`src/sv/hdbn_pkg.sv`:
```
package hdbn_pkg;

    // Highest code order the encoder substitutes for; larger settings clamp here.
    localparam int MAX_ORDER   = 7;
    localparam int MIN_ORDER   = 2;
    localparam int ORD_W       = 3;
    localparam int PEND_W      = $clog2(MAX_ORDER + 1);
    localparam int LEN_W       = $clog2(MAX_ORDER + 2);
    localparam int QUEUE_DEPTH = 4;
    localparam logic [ORD_W-1:0] ORDER_RESET = ORD_W'(3);

    localparam logic ACT_DATA  = 1'b0;
    localparam logic ACT_FLUSH = 1'b1;

    typedef enum logic [1:0] {
        KIND_SPACE = 2'd0,
        KIND_MARK  = 2'd1,
        KIND_BAL   = 2'd2,
        KIND_VIOL  = 2'd3
    } kind_t;

    // One burst of line symbols: len symbols, all spaces except an optional
    // B at b_idx and the final symbol of kind tail_kind. B and the final
    // pulse share the polarity pol.
    typedef struct packed {
        logic [LEN_W-1:0]  len;
        logic              b_en;
        logic [PEND_W-1:0] b_idx;
        logic              pol;
        kind_t             tail_kind;
    } job_t;

endpackage

```
`src/sv/hdbn_line_encoder.sv`:
```
// HDBn bipolar line encoder.
// Input stream (s_*): one transaction per message bit; s_tuser flags a flush
// at the end of a message, which sends any held zeros as spaces.
// Output stream (m_*): one transaction per line symbol; m_tdata carries the
// pulse polarity, m_tuser the symbol kind (space, mark, B, V) and m_tlast
// marks the final symbol caused by one input transaction.
// cfg_wr_en / cfg_wr_data program the code order (reset 3, HDB3); write only
// while the encoder is idle. Orders outside 2..MAX_ORDER clamp.
// An accepted input that sends symbols queues a job; m_tvalid rises when it
// loads the output register. A held zero sends nothing until its run resolves.
// Throughput: one input per cycle while the job queue has room; the output
// side sends one symbol per cycle while m_tready is high, so a substitution
// of order+1 symbols holds the output longer and the queue of DEPTH jobs absorbs it.
// Reset clears the polarity (first pulse positive), parity (first
// substitution has no B), held zeros, the queue and the output register.
// When the receiver stalls, the output register holds its symbol, the queue
// fills, and s_tready drops once DEPTH jobs are waiting.
module hdbn_line_encoder
    import hdbn_pkg::*;
#(
    parameter int DEPTH = QUEUE_DEPTH
)
(
    input  logic             aclk,
    input  logic             aresetn,
    input  logic             cfg_wr_en,
    input  logic [ORD_W-1:0] cfg_wr_data,
    input  logic             s_tvalid,
    output logic             s_tready,
    input  logic [7:0]       s_tdata,   // [0] data_bit, [7:1] zero
    input  logic [0:0]       s_tuser,   // [0] action (1 = flush)
    output logic             m_tvalid,
    input  logic             m_tready,
    output logic [7:0]       m_tdata,   // [0] positive, [1] negative, [7:2] zero
    output logic [1:0]       m_tuser,   // [1:0] symbol_kind
    output logic             m_tlast
);

    logic  in_fire;
    logic  push, pop, full, empty;
    job_t  push_job, head_job;
    logic  out_pos, out_neg;
    kind_t out_kind;

    assign s_tready = !full;
    assign in_fire  = s_tvalid && s_tready;

    // Classify each transaction and track polarity, parity and held zeros.
    hdbn_front u_front (
        .aclk        (aclk),
        .aresetn     (aresetn),
        .cfg_wr_en   (cfg_wr_en),
        .cfg_wr_data (cfg_wr_data),
        .in_fire     (in_fire),
        .action      (s_tuser[0]),
        .data_bit    (s_tdata[0]),
        .push        (push),
        .job         (push_job)
    );

    // Hold pending symbol bursts between the two sides.
    hdbn_queue #(
        .DEPTH (DEPTH)
    ) u_queue (
        .aclk     (aclk),
        .aresetn  (aresetn),
        .push     (push),
        .push_job (push_job),
        .full     (full),
        .pop      (pop),
        .empty    (empty),
        .head_job (head_job)
    );

    // Expand each burst into line symbols, one per cycle while the receiver is ready.
    hdbn_back u_back (
        .aclk      (aclk),
        .aresetn   (aresetn),
        .empty     (empty),
        .head_job  (head_job),
        .pop       (pop),
        .out_valid (m_tvalid),
        .out_ready (m_tready),
        .out_pos   (out_pos),
        .out_neg   (out_neg),
        .out_kind  (out_kind),
        .out_last  (m_tlast)
    );

    assign m_tdata = {6'b0, out_neg, out_pos};
    assign m_tuser = out_kind;

endmodule

```
`src/sv/hdbn_front.sv`:
```
module hdbn_front
    import hdbn_pkg::*;
(
    input  logic             aclk,
    input  logic             aresetn,
    input  logic             cfg_wr_en,
    input  logic [ORD_W-1:0] cfg_wr_data,
    input  logic             in_fire,
    input  logic             action,
    input  logic             data_bit,
    output logic             push,
    output job_t             job
);

    logic [ORD_W-1:0]  order_reg;
    logic              lp_reg, lp_next;
    logic              odd_reg, odd_next;
    logic [PEND_W-1:0] pend_reg, pend_next;
    logic [PEND_W-1:0] n_eff;
    logic              subst;

    // Clamp the programmed order into the supported range.
    always_comb begin
        if (int'(order_reg) < MIN_ORDER) begin
            n_eff = PEND_W'(MIN_ORDER);
        end else if (int'(order_reg) > MAX_ORDER) begin
            n_eff = PEND_W'(MAX_ORDER);
        end else begin
            n_eff = PEND_W'(order_reg);
        end
    end

    assign subst = (pend_reg >= n_eff);

    always_comb begin
        lp_next        = lp_reg;
        odd_next       = odd_reg;
        pend_next      = pend_reg;
        push           = 1'b0;
        job.len        = LEN_W'(pend_reg) + LEN_W'(1);
        job.b_en       = 1'b0;
        job.b_idx      = pend_reg - n_eff;
        job.pol        = lp_reg;
        job.tail_kind  = KIND_SPACE;
        if (in_fire) begin
            if (action == ACT_FLUSH) begin
                // Send the held zeros as plain spaces.
                job.len   = LEN_W'(pend_reg);
                push      = (pend_reg != '0);
                pend_next = '0;
            end else if (data_bit) begin
                lp_next       = ~lp_reg;
                odd_next      = ~odd_reg;
                pend_next     = '0;
                push          = 1'b1;
                job.pol       = ~lp_reg;
                job.tail_kind = KIND_MARK;
            end else if (subst) begin
                // Even pulse count since the last V: lead with a B pulse.
                job.b_en      = ~odd_reg;
                lp_next       = odd_reg ? lp_reg : ~lp_reg;
                job.pol       = odd_reg ? lp_reg : ~lp_reg;
                job.tail_kind = KIND_VIOL;
                odd_next      = 1'b0;
                pend_next     = '0;
                push          = 1'b1;
            end else begin
                pend_next = pend_reg + PEND_W'(1);
            end
        end
    end

    always_ff @(posedge aclk) begin
        if (!aresetn) begin
            order_reg <= ORDER_RESET;
            lp_reg    <= 1'b0;
            odd_reg   <= 1'b1;
            pend_reg  <= '0;
        end else begin
            if (cfg_wr_en) begin
                order_reg <= cfg_wr_data;
            end
            lp_reg   <= lp_next;
            odd_reg  <= odd_next;
            pend_reg <= pend_next;
        end
    end

endmodule

```
`src/sv/hdbn_queue.sv`:
```
module hdbn_queue
    import hdbn_pkg::*;
#(
    parameter int DEPTH = QUEUE_DEPTH
)
(
    input  logic aclk,
    input  logic aresetn,
    input  logic push,
    input  job_t push_job,
    output logic full,
    input  logic pop,
    output logic empty,
    output job_t head_job
);

    localparam int PTR_W = (DEPTH > 1) ? $clog2(DEPTH) : 1;
    localparam int CNT_W = $clog2(DEPTH + 1);

    job_t             slots_reg [DEPTH];
    logic [PTR_W-1:0] wr_ptr_reg, wr_ptr_next;
    logic [PTR_W-1:0] rd_ptr_reg, rd_ptr_next;
    logic [CNT_W-1:0] count_reg, count_next;

    assign full     = (count_reg == CNT_W'(DEPTH));
    assign empty    = (count_reg == '0);
    assign head_job = slots_reg[rd_ptr_reg];

    always_comb begin
        wr_ptr_next = wr_ptr_reg;
        rd_ptr_next = rd_ptr_reg;
        count_next  = count_reg;
        if (push) begin
            wr_ptr_next = (wr_ptr_reg == PTR_W'(DEPTH - 1)) ? '0 : wr_ptr_reg + PTR_W'(1);
        end
        if (pop) begin
            rd_ptr_next = (rd_ptr_reg == PTR_W'(DEPTH - 1)) ? '0 : rd_ptr_reg + PTR_W'(1);
        end
        if (push && !pop) begin
            count_next = count_reg + CNT_W'(1);
        end else if (pop && !push) begin
            count_next = count_reg - CNT_W'(1);
        end
    end

    always_ff @(posedge aclk) begin
        if (push) begin
            slots_reg[wr_ptr_reg] <= push_job;
        end
    end

    always_ff @(posedge aclk) begin
        if (!aresetn) begin
            wr_ptr_reg <= '0;
            rd_ptr_reg <= '0;
            count_reg  <= '0;
        end else begin
            wr_ptr_reg <= wr_ptr_next;
            rd_ptr_reg <= rd_ptr_next;
            count_reg  <= count_next;
        end
    end

endmodule

```
`src/sv/hdbn_back.sv`:
```
module hdbn_back
    import hdbn_pkg::*;
(
    input  logic  aclk,
    input  logic  aresetn,
    input  logic  empty,
    input  job_t  head_job,
    output logic  pop,
    output logic  out_valid,
    input  logic  out_ready,
    output logic  out_pos,
    output logic  out_neg,
    output kind_t out_kind,
    output logic  out_last
);

    logic [LEN_W-1:0] idx_reg, idx_next;
    logic             valid_reg, valid_next;
    logic             pos_reg, neg_reg, last_reg;
    kind_t            kind_reg;
    logic             load;
    logic             is_tail;
    kind_t            sym_kind;

    // Refill the output register whenever the queue holds a job and the register is empty or being drained.
    assign load    = !empty && (!valid_reg || out_ready);
    assign is_tail = (idx_reg == head_job.len - LEN_W'(1));
    assign pop     = load && is_tail;

    always_comb begin
        if (is_tail) begin
            sym_kind = head_job.tail_kind;
        end else if (head_job.b_en && idx_reg == LEN_W'(head_job.b_idx)) begin
            sym_kind = KIND_BAL;
        end else begin
            sym_kind = KIND_SPACE;
        end
    end

    always_comb begin
        idx_next   = idx_reg;
        valid_next = valid_reg;
        if (load) begin
            valid_next = 1'b1;
            idx_next   = is_tail ? '0 : idx_reg + LEN_W'(1);
        end else if (out_ready) begin
            valid_next = 1'b0;
        end
    end

    always_ff @(posedge aclk) begin
        if (load) begin
            kind_reg <= sym_kind;
            pos_reg  <= (sym_kind != KIND_SPACE) && head_job.pol;
            neg_reg  <= (sym_kind != KIND_SPACE) && !head_job.pol;
            last_reg <= is_tail;
        end
    end

    always_ff @(posedge aclk) begin
        if (!aresetn) begin
            idx_reg   <= '0;
            valid_reg <= 1'b0;
        end else begin
            idx_reg   <= idx_next;
            valid_reg <= valid_next;
        end
    end

    assign out_valid = valid_reg;
    assign out_pos   = pos_reg;
    assign out_neg   = neg_reg;
    assign out_kind  = kind_reg;
    assign out_last  = last_reg;

endmodule
```
`config.mk`:
```
export PLATFORM = sky130hd
export DESIGN_NAME = hdbn_line_encoder
export DESIGN_NICKNAME = d
export VERILOG_FILES = /design/src/sv/hdbn_pkg.sv /design/src/sv/hdbn_line_encoder.sv /design/src/sv/hdbn_front.sv /design/src/sv/hdbn_queue.sv /design/src/sv/hdbn_back.sv
export SDC_FILE = /design/constraint.sdc
export NUM_CORES = 1
export LEC_CHECK = 0
export ABC_AREA = 0
export ABC_CLOCK_PERIOD_IN_PS = 4650
export BUFFER_PORTS_ARGS = -buffer_cell sky130_fd_sc_hd__buf_2
export CAP_MARGIN = 20
export CORE_MARGIN = 8
export CORE_UTILIZATION = 59
export CTS_CLUSTER_SIZE = 14
export DETAILED_ROUTE_END_ITERATION = 8
export HOLD_SLACK_MARGIN = 0.03
export PLACE_DENSITY_LB_ADDON = 0.3
export SETUP_SLACK_MARGIN = 0.1
export SLEW_MARGIN = 20
export SYNTH_ARGS = -nofsm -noshare
export SYNTH_HDL_FRONTEND = slang
export SYNTH_SLANG_ARGS = --single-unit
```
`constraint.sdc`:
```
create_clock -name aclk -period 4.65 [get_ports aclk]
set_clock_uncertainty 0.1 [all_clocks]
set_input_delay 0 -clock aclk [delete_from_list [all_inputs] [get_ports aclk]]
set_output_delay 0 -clock aclk [all_outputs]
set_load 0.005 [all_outputs]
```
-- Word level (Yosys, flattened, before mapping)
Memories as Yosys holds them, arrays and structs flattened. A register that Yosys moved wholly into a read port is not among the register bits.
Cells that the tools add are included.
- add/subtract/negate cells: 9
- $lt $le $gt $ge: 2
- equality and inequality tests: 5
- muxes and demuxes: 35
- bitwise logic cells: 3
- reduce and logical (&&, ||, !) cells: 22
- operator list (kind ; count):
    3-bit 2-to-1 mux ; 10
    1-bit 2-to-1 mux ; 16
    2-bit 2-to-1 mux ; 6
    1-bit logical AND ; 8
    4-bit 2-to-1 mux ; 2
    2-bit nonzero test ; 4
    3-bit by 1-bit adder with 3-bit output, second input constant ; 2
    1-bit zero test ; 6
    5-bit 2-to-1 mux ; 1
    2-bit by 1-bit adder with 2-bit output, second input constant ; 2
    3-bit by 1-bit adder with 4-bit output, second input constant ; 1
    4-bit by 1-bit adder with 4-bit output, second input constant ; 1
    2-bit == test, second input constant ; 2
    4-bit by 3-bit == test with 1-bit output ; 1
    4-bit == test ; 1
    4-bit by 1-bit subtractor with 4-bit output, second input constant ; 1
    3-bit == test, second input constant ; 1
    3-bit greater-or-equal comparator ; 1
    3-bit zero test ; 1
    3-bit by 2-bit less-than comparator with 1-bit output, second input constant ; 1
    1-bit inverter ; 3
    3-bit AND reduction ; 1
    3-bit nonzero test ; 1
    3-bit by 1-bit subtractor with 3-bit output, second input constant ; 1
    2 further kinds ; 2
- flip-flop bits (word level): 25
- bits in writable memories: 44
- output and inout port bits: 13
- word-level logic and storage cells: 90
- memories kept: 1
- memory list (memory ; words ; bits a word ; rd ports ; clocked after Yosys merged registers in ; wr ports ; line ; source):
    u_queue.slots_reg ; 4 ; 11 ; 1 ; 1 ; 1 ; hdbn_queue.sv:20 ; job_t slots_reg [DEPTH];

-- Logic depth before layout (Yosys ltp)
Gate-level depths: netlist (run 1).
- word-level depth: 11
- mapped depth: 16
- mapped depth without buffers: 15

-- Cells and area by module
A second synthesis (run 1) with hierarchy kept.
- cells, all modules: 237
- area, all modules: 3323.2 um^2
- modules (own cells, without submodules) (module ; times used ; cells each ; area each (um^2)):
    hdbn_queue ; 1 ; 101 ; 2047.0
    hdbn_back ; 1 ; 55 ; 615.6
    hdbn_front ; 1 ; 70 ; 586.8
    hdbn_line_encoder ; 1 ; 11 ; 73.8

-- Worst setup path before layout (run 1)
OpenSTA, ideal clock, no wires.
- path type: register to register
- start: register (tool-made name)
- end: register u_queue.count_reg[2]
- arrival: 3.350 ns
- slack: 1.129 ns
- stages on the path, launching flop included: 17
- cells stage by stage: dfxtp_1 -> buf_6 -> mux4_1 -> inv_1 -> ha_1 -> xnor2_1 -> xnor2_1 -> nor4_1 -> a21oi_4 -> inv_4 -> nand2_1 -> ha_1 -> inv_1 -> fa_1 -> xor2_1 -> or3_1 -> a21oi_1
- RTL lines (item ; line ; source):
    end signal, assigned ; hdbn_queue.sv:60 ; count_reg <= count_next;
    end, declared ; hdbn_queue.sv:23 ; logic [CNT_W-1:0] count_reg, count_next;

==> results of run 1 <==
## synth_stat cells, types with 2 or more instances
master / count
a21o_1: 3
o211ai_1: 2
nand2b_1: 2
mux4_2: 2
clkbuf_1: 3
xnor2_1: 10
nand2_1: 17
or4_1: 3
a31oi_1: 3
edfxtp_1: 49
nor4_1: 2
fa_1: 2
buf_4: 8
and2_1: 5
mux4_1: 9
a21oi_1: 9
nor2_1: 12
inv_1: 17
nand3_1: 6
o21ai_0: 4
mux2i_1: 7
dfxtp_1: 22
xor2_1: 3
ha_1: 13
o21a_1: 2
## power groups by stage
stage	sequential [W]	clock, W	combinational, W
4_1_cts	0.000762	0.000414	0.000255
5_1_grt	0.000768	0.000437	0.000286
3_3_place_gp	0.000774	0	0.000235
3_5_place_dp	0.000776	0	0.000242
2_1_floorplan	0.000769	0	0.000190
6_report	0.000762	0.000405	0.000253
## final cells by class
type | instances | share of cell area
multi-input combinational | 141 | 0.3298
tap | 72 | 0.02448
clock inverter | 5 | 0.006800
inverter | 18 | 0.01904
clock buffer | 11 | 0.03570
timing repair buffer | 32 | 0.06460
sequential | 71 | 0.5196
## cells in the final DEF (no fill, tap or decap), drive strengths merged, types with 2 or more instances in the layout
cell / Yosys / routed
a21o: 3 / 3
a21oi: 10 / 10
a31oi: 3 / 3
and2: 6 / 6
buf: 10 / 17
clkbuf: 3 / 11
clkinv: 0 / 5
conb: 1 / 6
dfxtp: 22 / 22
dlygate4sd3: 0 / 15
edfxtp: 49 / 49
fa: 2 / 2
ha: 13 / 13
inv: 18 / 18
mux2i: 7 / 7
mux4: 11 / 11
nand2: 17 / 17
nand2b: 2 / 2
nand3: 6 / 6
nor2: 12 / 12
nor4: 2 / 2
nor4b: 2 / 2
o211ai: 2 / 2
o21a: 2 / 2
o21ai: 4 / 4
or4: 3 / 3
xnor2: 10 / 10
xor2: 3 / 3
## routing by layer
metal	vias up	share of wire	GRT usage
met5	-	0	0
met3	12	0.041	0.04239
met4	0	0.028	0.08044
met1	928	0.45	0.1645
met2	35	0.48	0.2387
li1	937	-	-
## stage by stage
stage	worst slack, ps	total power, W
after detailed placement	734.3	0.001018
after floorplan	1129	0.0009595
after CTS	708.4	0.001430
final	747.1	0.001420
after global routing	427.3	0.001492
after global placement	800.2	0.001009
## logic make-up (layout without fill, tap and decap cells)
group / after synthesis / count (layout)
multiplexers: 19 / 19
adder cells (fa/ha/maj): 15 / 15
XOR/XNOR: 13 / 13
other: 1 / 6
AO/OA/AOI/OAI: 29 / 29
buffers and inverters: 31 / 66
flip-flops: 71 / 71
AND/OR/NAND/NOR: 59 / 59
## worst reg2reg max path, cell delays in order, from the launching register on
cell and delay, ps:
dfxtp_1 560, mux4_1 660, inv_1 80, ha_1 230
xnor2_1 240, nor4_1 130, a21oi_4 320, inv_4 80
nand2_1 120, ha_1 190, inv_1 70, fa_1 430
xor2_1 170, or3_1 300, a21oi_1 140
## path summary, 6_finish.rpt
check        slack (ps)  cells past startpoint                   end
max                 750                     14  u_queue.count_reg[2]
min                  70                      4   u_front.pend_reg[1]
max reg2reg         750                     14  u_queue.count_reg[2]
min reg2reg         380                      2      u_back.out_valid
## timing repair
item	in CTS	in global routing
endpoints found under the setup margin	0	0
endpoints found under the hold margin	9	0
buffers inserted	0	0
hold buffers	15	0
==> flow_summary.toml, run 1 <==
[final_layout]
largest_reg_flops = 44
final_cells = 350
syn_to_final_growth_pct = 12.77
design_area_mm2 = 0.003680
drive_gt1_frac = 0.1439
antenna_cells = 0
nNetsFinal = 305
multi_input_area_mm2 = 0.001214
finish.utilization = 0.6766
nFillCells = 396
register_area_mm2 = 0.001912

[sta]
timing.fmax_mhz = 256.2
min_period_ps = 3903
fin_crit_sh = 0.8393
setup_viol = 0
hold_violations = 0
tightestPinTransition_ps = 851.8
fin_hold_ws_ps = 75.00
setup_tns_ps = 0
drv_slew = 0
slew_headroom = 0.4307
rsz0062_at_grt = "false"

[status]
outcome = "finished clean"

[synth]
synth_area_mm2 = 0.003263
synth-main-ff-cell = "edfxtp_1"
synth_top_family_by_area = "multiplexers"
yosys.area.top_type_share = 0.4509
async_reset_ff_frac = 0
syn_avg_cell_area_um2 = 13.71
synth_top_area_cell = "edfxtp_1"
synth-compound-area-share = 0.05943
synth_mux_area_frac = 0.1112
ys_seq_area_frac = 0.5859
synth_edf_count = 49
synth_seq_cells = 71
synth_cell_type_count = 48
synth_fa_ha_area_frac = 0.06212
synthSimpleGateAreaFrac = 0.09701
ys_top_cells_by_area = "edfxtp_1, dfxtp_1, mux4_1, ha_1, xnor2_1"
synthXorXnorAreaFrac = 0.03489
yosys_warnings = 0
syn_inst = 238

[setup_path]
start_kind = "flop"
cp-end-kind = "flop"
cp_data_arrival_time_ps = 4070
worst_path_max_delay_cell = "mux4_1"
crit_type = "reg2reg"
cp_max_fo = 10
critPathBufInv = 3
critPathMaxStageDelay_ps = 650
path_delay_family = "adder cells"
cp.required_ps = 4810
crit_chain = "mux4_1 > inv_1 > ha_1 > xnor2_1 > nor4_1 > a21oi_4 > inv_4 > nand2_1 > ha_1 > inv_1 > fa_1 > xor2_1 > or3_1 > a21oi_1"

[pwr]
p_leak_nw = 1.389
p_int_w = 0.001034
p_sw_w = 0.0003855
switching_share = 0.2715
clock_power_share = 0.285
peakVddDrop_uv = 295.2
power_frac_seq = 0.537
power.density_mw_per_mm2 = 385.8
combPwrFrac = 0.178

[cts]
h-tree-depth = 3
cts_buffer_depth = 2
post_cts_resize_count = 0
cts_sinks = 71
clock_latency_ps = 340
path_clk_slew_ps = 70
cts_buffers = 9
cts_tree = "done"
cts-root-buf = "clkbuf_8"

[flow_run]
drv_cap = 0

[detailed_routing]
dr_total_vias = 1912
viasPerCell = 5.463
wire_per_inst_um = 15.82
drc = 0
wl_um = 5538
dr.pass1.iters = 4
drtAntennaViolNets = 0
first_iter_violations = 178

[global_routing]
grt_overflow = 0
grt_pass1_vias = 1940
grt_pass1_wl_um = 9204
grt_max_degree = 17
antenna_found_initial = 0
grt_usage = 0.1445

[floorplan]
core_mm2 = 0.005439
dieArea_mm2 = 0.008167
rows = 27
die_x_um = 90.37
initial_utilization = 0.6000
ios = 30
die_y_um = 90.37

[min_path]
hold_path.class = "in2reg"
min-delay-start = "s_tvalid"

[placed_design]
place.gp.congestion = 0.7744
portBuffers = 16
place_hpwl_um = 3815
placed_area_mm2 = 0.003372
place_inst = 319
No activity file was read; power rests on OpenSTA's default activity.
==> inputs of run 2 (changes only) <==
Settings changed: ABC_CLOCK_PERIOD_IN_PS 4650 to 4000.
Clock period 4.65 ns to 4 ns, I/O delays scaled along.
==> run 2 against run 1 <==
  * Flip-flop and latch count did not move
  * Final area rose by 1.4%
  * Global-route usage increased by 0.18 points
  * Final cell count up 0.86%
  * Non-clock buffer count grew 3
  * Power is 22% higher
  * Critical path depth grew 1
  * Sequential power up 16%
  * Clock power is 34% higher
  * Die area did not move
  * Combinational power rose by 20%
==> flow_summary.toml, run 2 (synthesis results as in run 1) <==
[detailed_routing]
drc = 0
first_iter_violations = 122
drtAntennaViolNets = 0
wl_um = 5537
viasPerCell = 5.453
dr_total_vias = 1925
wire_per_inst_um = 15.69
dr.pass1.iters = 4

[global_routing]
grt_overflow = 0
grt_usage = 0.1463
grt_max_degree = 17
grt_pass1_vias = 2029
grt_pass1_wl_um = 9549
antenna_found_initial = 0

[setup_path]
start_kind = "flop"
crit_type = "reg2reg"
cp-end-kind = "flop"
cp.required_ps = 4150
cp_max_fo = 5
cp_data_arrival_time_ps = 3740
rrSetupSlack_ps = 410

[cts]
cts_buffers = 9
cts_setup_buffers = 0
clock_latency_ps = 330
cts-root-buf = "clkbuf_8"
h-tree-depth = 3
path_clk_slew_ps = 70
cts_buffer_depth = 2
cts_sinks = 71
cts_tree = "done"
post_cts_resize_count = 0

[sta]
timing.fmax_mhz = 278.5
setup_tns_ps = 0
hold_violations = 0
rsz0062_at_grt = "false"
min_period_ps = 3590
fin_crit_sh = 0.8975
drv_slew = 0
tightestPinTransition_ps = 958.0
setup_viol = 0
slew_headroom = 0.3448

[floorplan]
ios = 30
core_mm2 = 0.005439
initial_utilization = 0.6000
die_y_um = 90.37
rows = 27
die_x_um = 90.37
dieArea_mm2 = 0.008167

[placed_design]
portBuffers = 16
place_hpwl_um = 3759
place.gp.congestion = 0.8124

[pwr]
p_leak_nw = 1.412
peakVddDrop_uv = 265.7
power.density_mw_per_mm2 = 462.9

[final_layout]
final_common_cell = "edfxtp_1"
nFillCells = 376
finish.utilization = 0.6862
final_cell_mix = "edfxtp_1, dfxtp_1, inv_1, nand2_1, buf_2"
drive_gt1_frac = 0.1530
syn_to_final_growth_pct = 14.38
antenna_cells = 0
nNetsFinal = 308
largest_reg_flops = 44

[min_path]
hold_path.class = "in2reg"

[flow_run]
drv_cap = 0

[status]
outcome = "finished clean"
[run 2: cell types whose count changed in the layout (fill, tap and decap cells not counted), sizes merged]
cell      change
bufinv        +1
clkbuf        -2
buf           +3
clkinvlp      +1
[run 2: path summary, 6_finish.rpt]
kind,start,endpoint,cells after the start
setup / recovery,flop,u_queue.count_reg[2],15
hold / removal,s_tvalid,u_front.pend_reg[1],4
setup reg to reg,flop,u_queue.count_reg[2],15
hold reg to reg,u_back.out_valid,u_back.out_valid,2
[run 2: power breakdown]
part	total (W)	switching (W)	internal, W
logic	0.000303	0.000169	0.000134
clock network	0.000541	0.000259	0.000282
registers	0.000883	0.0000316	0.000852
total	0.00173	0.000459	0.00127
[run 2: final cells by class]
cell class,count,area [µm²],area share
clock buffer,9,123.9,0.03319
sequential,71,1912,0.5122
multi-input combinational,141,1212,0.3248
timing repair buffer,35,260.3,0.06973
tap,72,90.09,0.02414
inverter,18,70.07,0.01877
clock inverter,7,63.81,0.01710
[run 2: layer usage]
metal	vias to the layer above	wire length [µm]	GRT usage
met5	-	0	0
met4	0	78	0.06935
met3	9	274	0.03491
met2	47	2835	0.2503
met1	927	2349	0.1689
li1	942	-	-
[run 2: through the flow]
stage,power [W],cells,hold slack [ps],area (µm²),setup WS (ps)
3_5_place_dp,0.001188,322,124.6,3395,442.1
2_1_floorplan,0.001115,243,-38.06,3282,479.3
5_1_grt,0.001808,353,119.8,3732,140.3
6_report,0.001728,353,72.16,3732,409.8
3_3_place_gp,0.001178,322,113.6,3395,487.0
4_1_cts,0.001737,353,58.18,3732,395.4
[run 2: repair_timing]
action / CTS / global route
endpoints found under the hold margin: 9 / 0
setup endpoints to repair: 0 / 0
hold buffers: 15 / 0
[run 2: critical path, stage by stage, from the launching register on]
cell	delay, ps
dfxtp_1	410
mux4_1	630
inv_1	90
ha_1	150
xnor2_1	130
xnor2_1	190
nor4_1	130
a21oi_4	190
inv_4	60
nand2_1	100
ha_1	200
inv_1	70
fa_1	430
xor2_1	180
or3_1	310
a21oi_1	140
==> inputs of run 3 (changes only) <==
Settings changed: CAP_MARGIN 20 to default, CORE_ASPECT_RATIO from default to 1.25, CORE_MARGIN 8 to 3.
==> run 3 against run 2 <==
  * Flip-flop and latch count unchanged
  * Via count down 1.1%
  * First-iteration DRC count up 7.4%
  * Setup slack worse by 31 ps
  * Clock power down 15%
  * Power down 4.8%
  * Sequential power about the same
  * Critical path depth down 1
  * Combinational power about the same
  * Global-route usage up 4.8 points
  * Register-to-register slack worse by 30 ps
  * Sequential share of layout area up 0.63 points
  * Critical path type unchanged
  * Largest power group unchanged
==> flow_summary.toml, run 3 (synthesis results as in run 1) <==
[status]
outcome = "finished clean"

[global_routing]
grt_max_degree = 17
grt_usage = 0.1944
antenna_found_initial = 0
grt_pass1_vias = 1870
grt_overflow = 0
grt_pass1_wl_um = 9004

[min_path]
min_path_cells = 4
min-delay-start = "s_tvalid"
hold_path.class = "in2reg"

[detailed_routing]
wire_per_inst_um = 15.94
dr.pass1.iters = 5
drc = 0
drtAntennaViolNets = 0
first_iter_violations = 131
dr_total_vias = 1903
viasPerCell = 5.548
wl_um = 5467

[sta]
drv_slew = 0
min_period_ps = 3621
setup_slack_ps = 378.8
setup_tns_ps = 0
hold_violations = 0
fin_crit_sh = 0.9053
slew_headroom = 0.4125
tightestPinTransition_ps = 859.1
setup_viol = 0
timing.fmax_mhz = 276.2
rsz0062_at_grt = "false"

[floorplan]
rows = 29
initial_utilization = 0.6245
ios = 30
die_x_um = 72.52
dieArea_mm2 = 0.006464
die_y_um = 89.15
core_mm2 = 0.005225

[final_layout]
nNetsFinal = 308
syn_to_final_growth_pct = 13.00
final_common_cell = "edfxtp_1"
largest_reg_flops = 44
design_area_mm2 = 0.003687
antenna_cells = 0
final_cell_mix = "edfxtp_1, dfxtp_1, inv_1, nand2_1, buf_2"
nFillCells = 364
drive_gt1_frac = 0.1423

[pwr]
power_frac_seq = 0.538
p_int_w = 0.001202
p_leak_nw = 1.394
switching_share = 0.2693
combPwrFrac = 0.182
power.density_mw_per_mm2 = 446.0
p_sw_w = 0.0004428
peakVddDrop_uv = 277.6
p_total_w = 0.001644
clock_power_share = 0.280

[cts]
post_cts_resize_count = 0
cts_buffers = 9
cts_buffer_depth = 2
clock_latency_ps = 330
path_clk_slew_ps = 70
hold_buffers = 15
cts_tree = "done"
cts_sinks = 71
h-tree-depth = 3
cts_setup_buffers = 0
cts-root-buf = "clkbuf_8"

[placed_design]
place.gp.congestion = 0.7523
preCtsSetupSlack_ps = 358.9
portBuffers = 16
place_hpwl_um = 3773
placed_area_mm2 = 0.003382

[setup_path]
start_kind = "flop"
crit_type = "reg2reg"
worst-r2r-cell-count = 14
cp.required_ps = 4160
cp-end-kind = "flop"
cp_max_fo = 5
cp_data_arrival_time_ps = 3780

[flow_run]
drv_cap = 0
run 3: cell types whose count changed in the layout (fill, tap and decap cells not counted):
cell       delta
bufinv_16     -1
clkbuf_1      +1
clkinv_1      +2
clkinv_2      -1
clkinv_4      -1
run 3: final timing paths:
kind / end / slack (ps)
min reg2reg: u_back.out_valid / 370
max: u_queue.count_reg[2] / 380
min: u_front.pend_reg[1] / 60
max reg2reg: u_queue.count_reg[2] / 380
run 3: area by class of cell:
class / count / area, µm² / area share
sequential: 71 / 1912 / 0.5185
multi-input combinational: 141 / 1212 / 0.3288
clock buffer: 10 / 127.6 / 0.03461
tap: 62 / 77.57 / 0.02104
clock inverter: 6 / 27.53 / 0.007465
inverter: 18 / 70.07 / 0.01900
timing repair buffer: 35 / 260.3 / 0.07058
run 3: routing by layer:
metal | part of all wire | track usage
met1 | 0.41 | 0.2246
met2 | 0.53 | 0.3380
met3 | 0.038 | 0.04949
met4 | 0.021 | 0.09396
met5 | 0 | 0
run 3: worst max-delay path, cell delays in order (launching register included):
cell and delay (ps):
dfxtp_1 480, mux4_1 630, inv_1 80, ha_1 230, xnor2_1 220, nor4_1 130, a21oi_4 200, inv_4 60
nand2_1 110, ha_1 200, inv_1 70, fa_1 430, xor2_1 170, or3_1 300, a21oi_1 130
run 3: per-stage QoR:
| step | std cells | hold slack [ps] | utilization |
|---|---|---|---|
| after floorplan | 243 | -38.06 | - |
| after global placement | 312 | 116.4 | 0.6473 |
| after detailed placement | 312 | 117.2 | 0.6473 |
| after CTS | 343 | 40.76 | 0.7057 |
| after global routing | 343 | 94.86 | 0.7057 |
| final | 343 | 60.36 | 0.7057 |
run 3: power by group through the flow:
stage / Combinational [W] / Clock, W / Sequential [W]
6_report: 0.000300 / 0.000460 / 0.000884
5_1_grt: 0.000336 / 0.000504 / 0.000889
4_1_cts: 0.000301 / 0.000471 / 0.000885
3_5_place_dp: 0.000287 / 0 / 0.000900
3_3_place_gp: 0.000278 / 0 / 0.000898
2_1_floorplan: 0.000221 / 0 / 0.000895
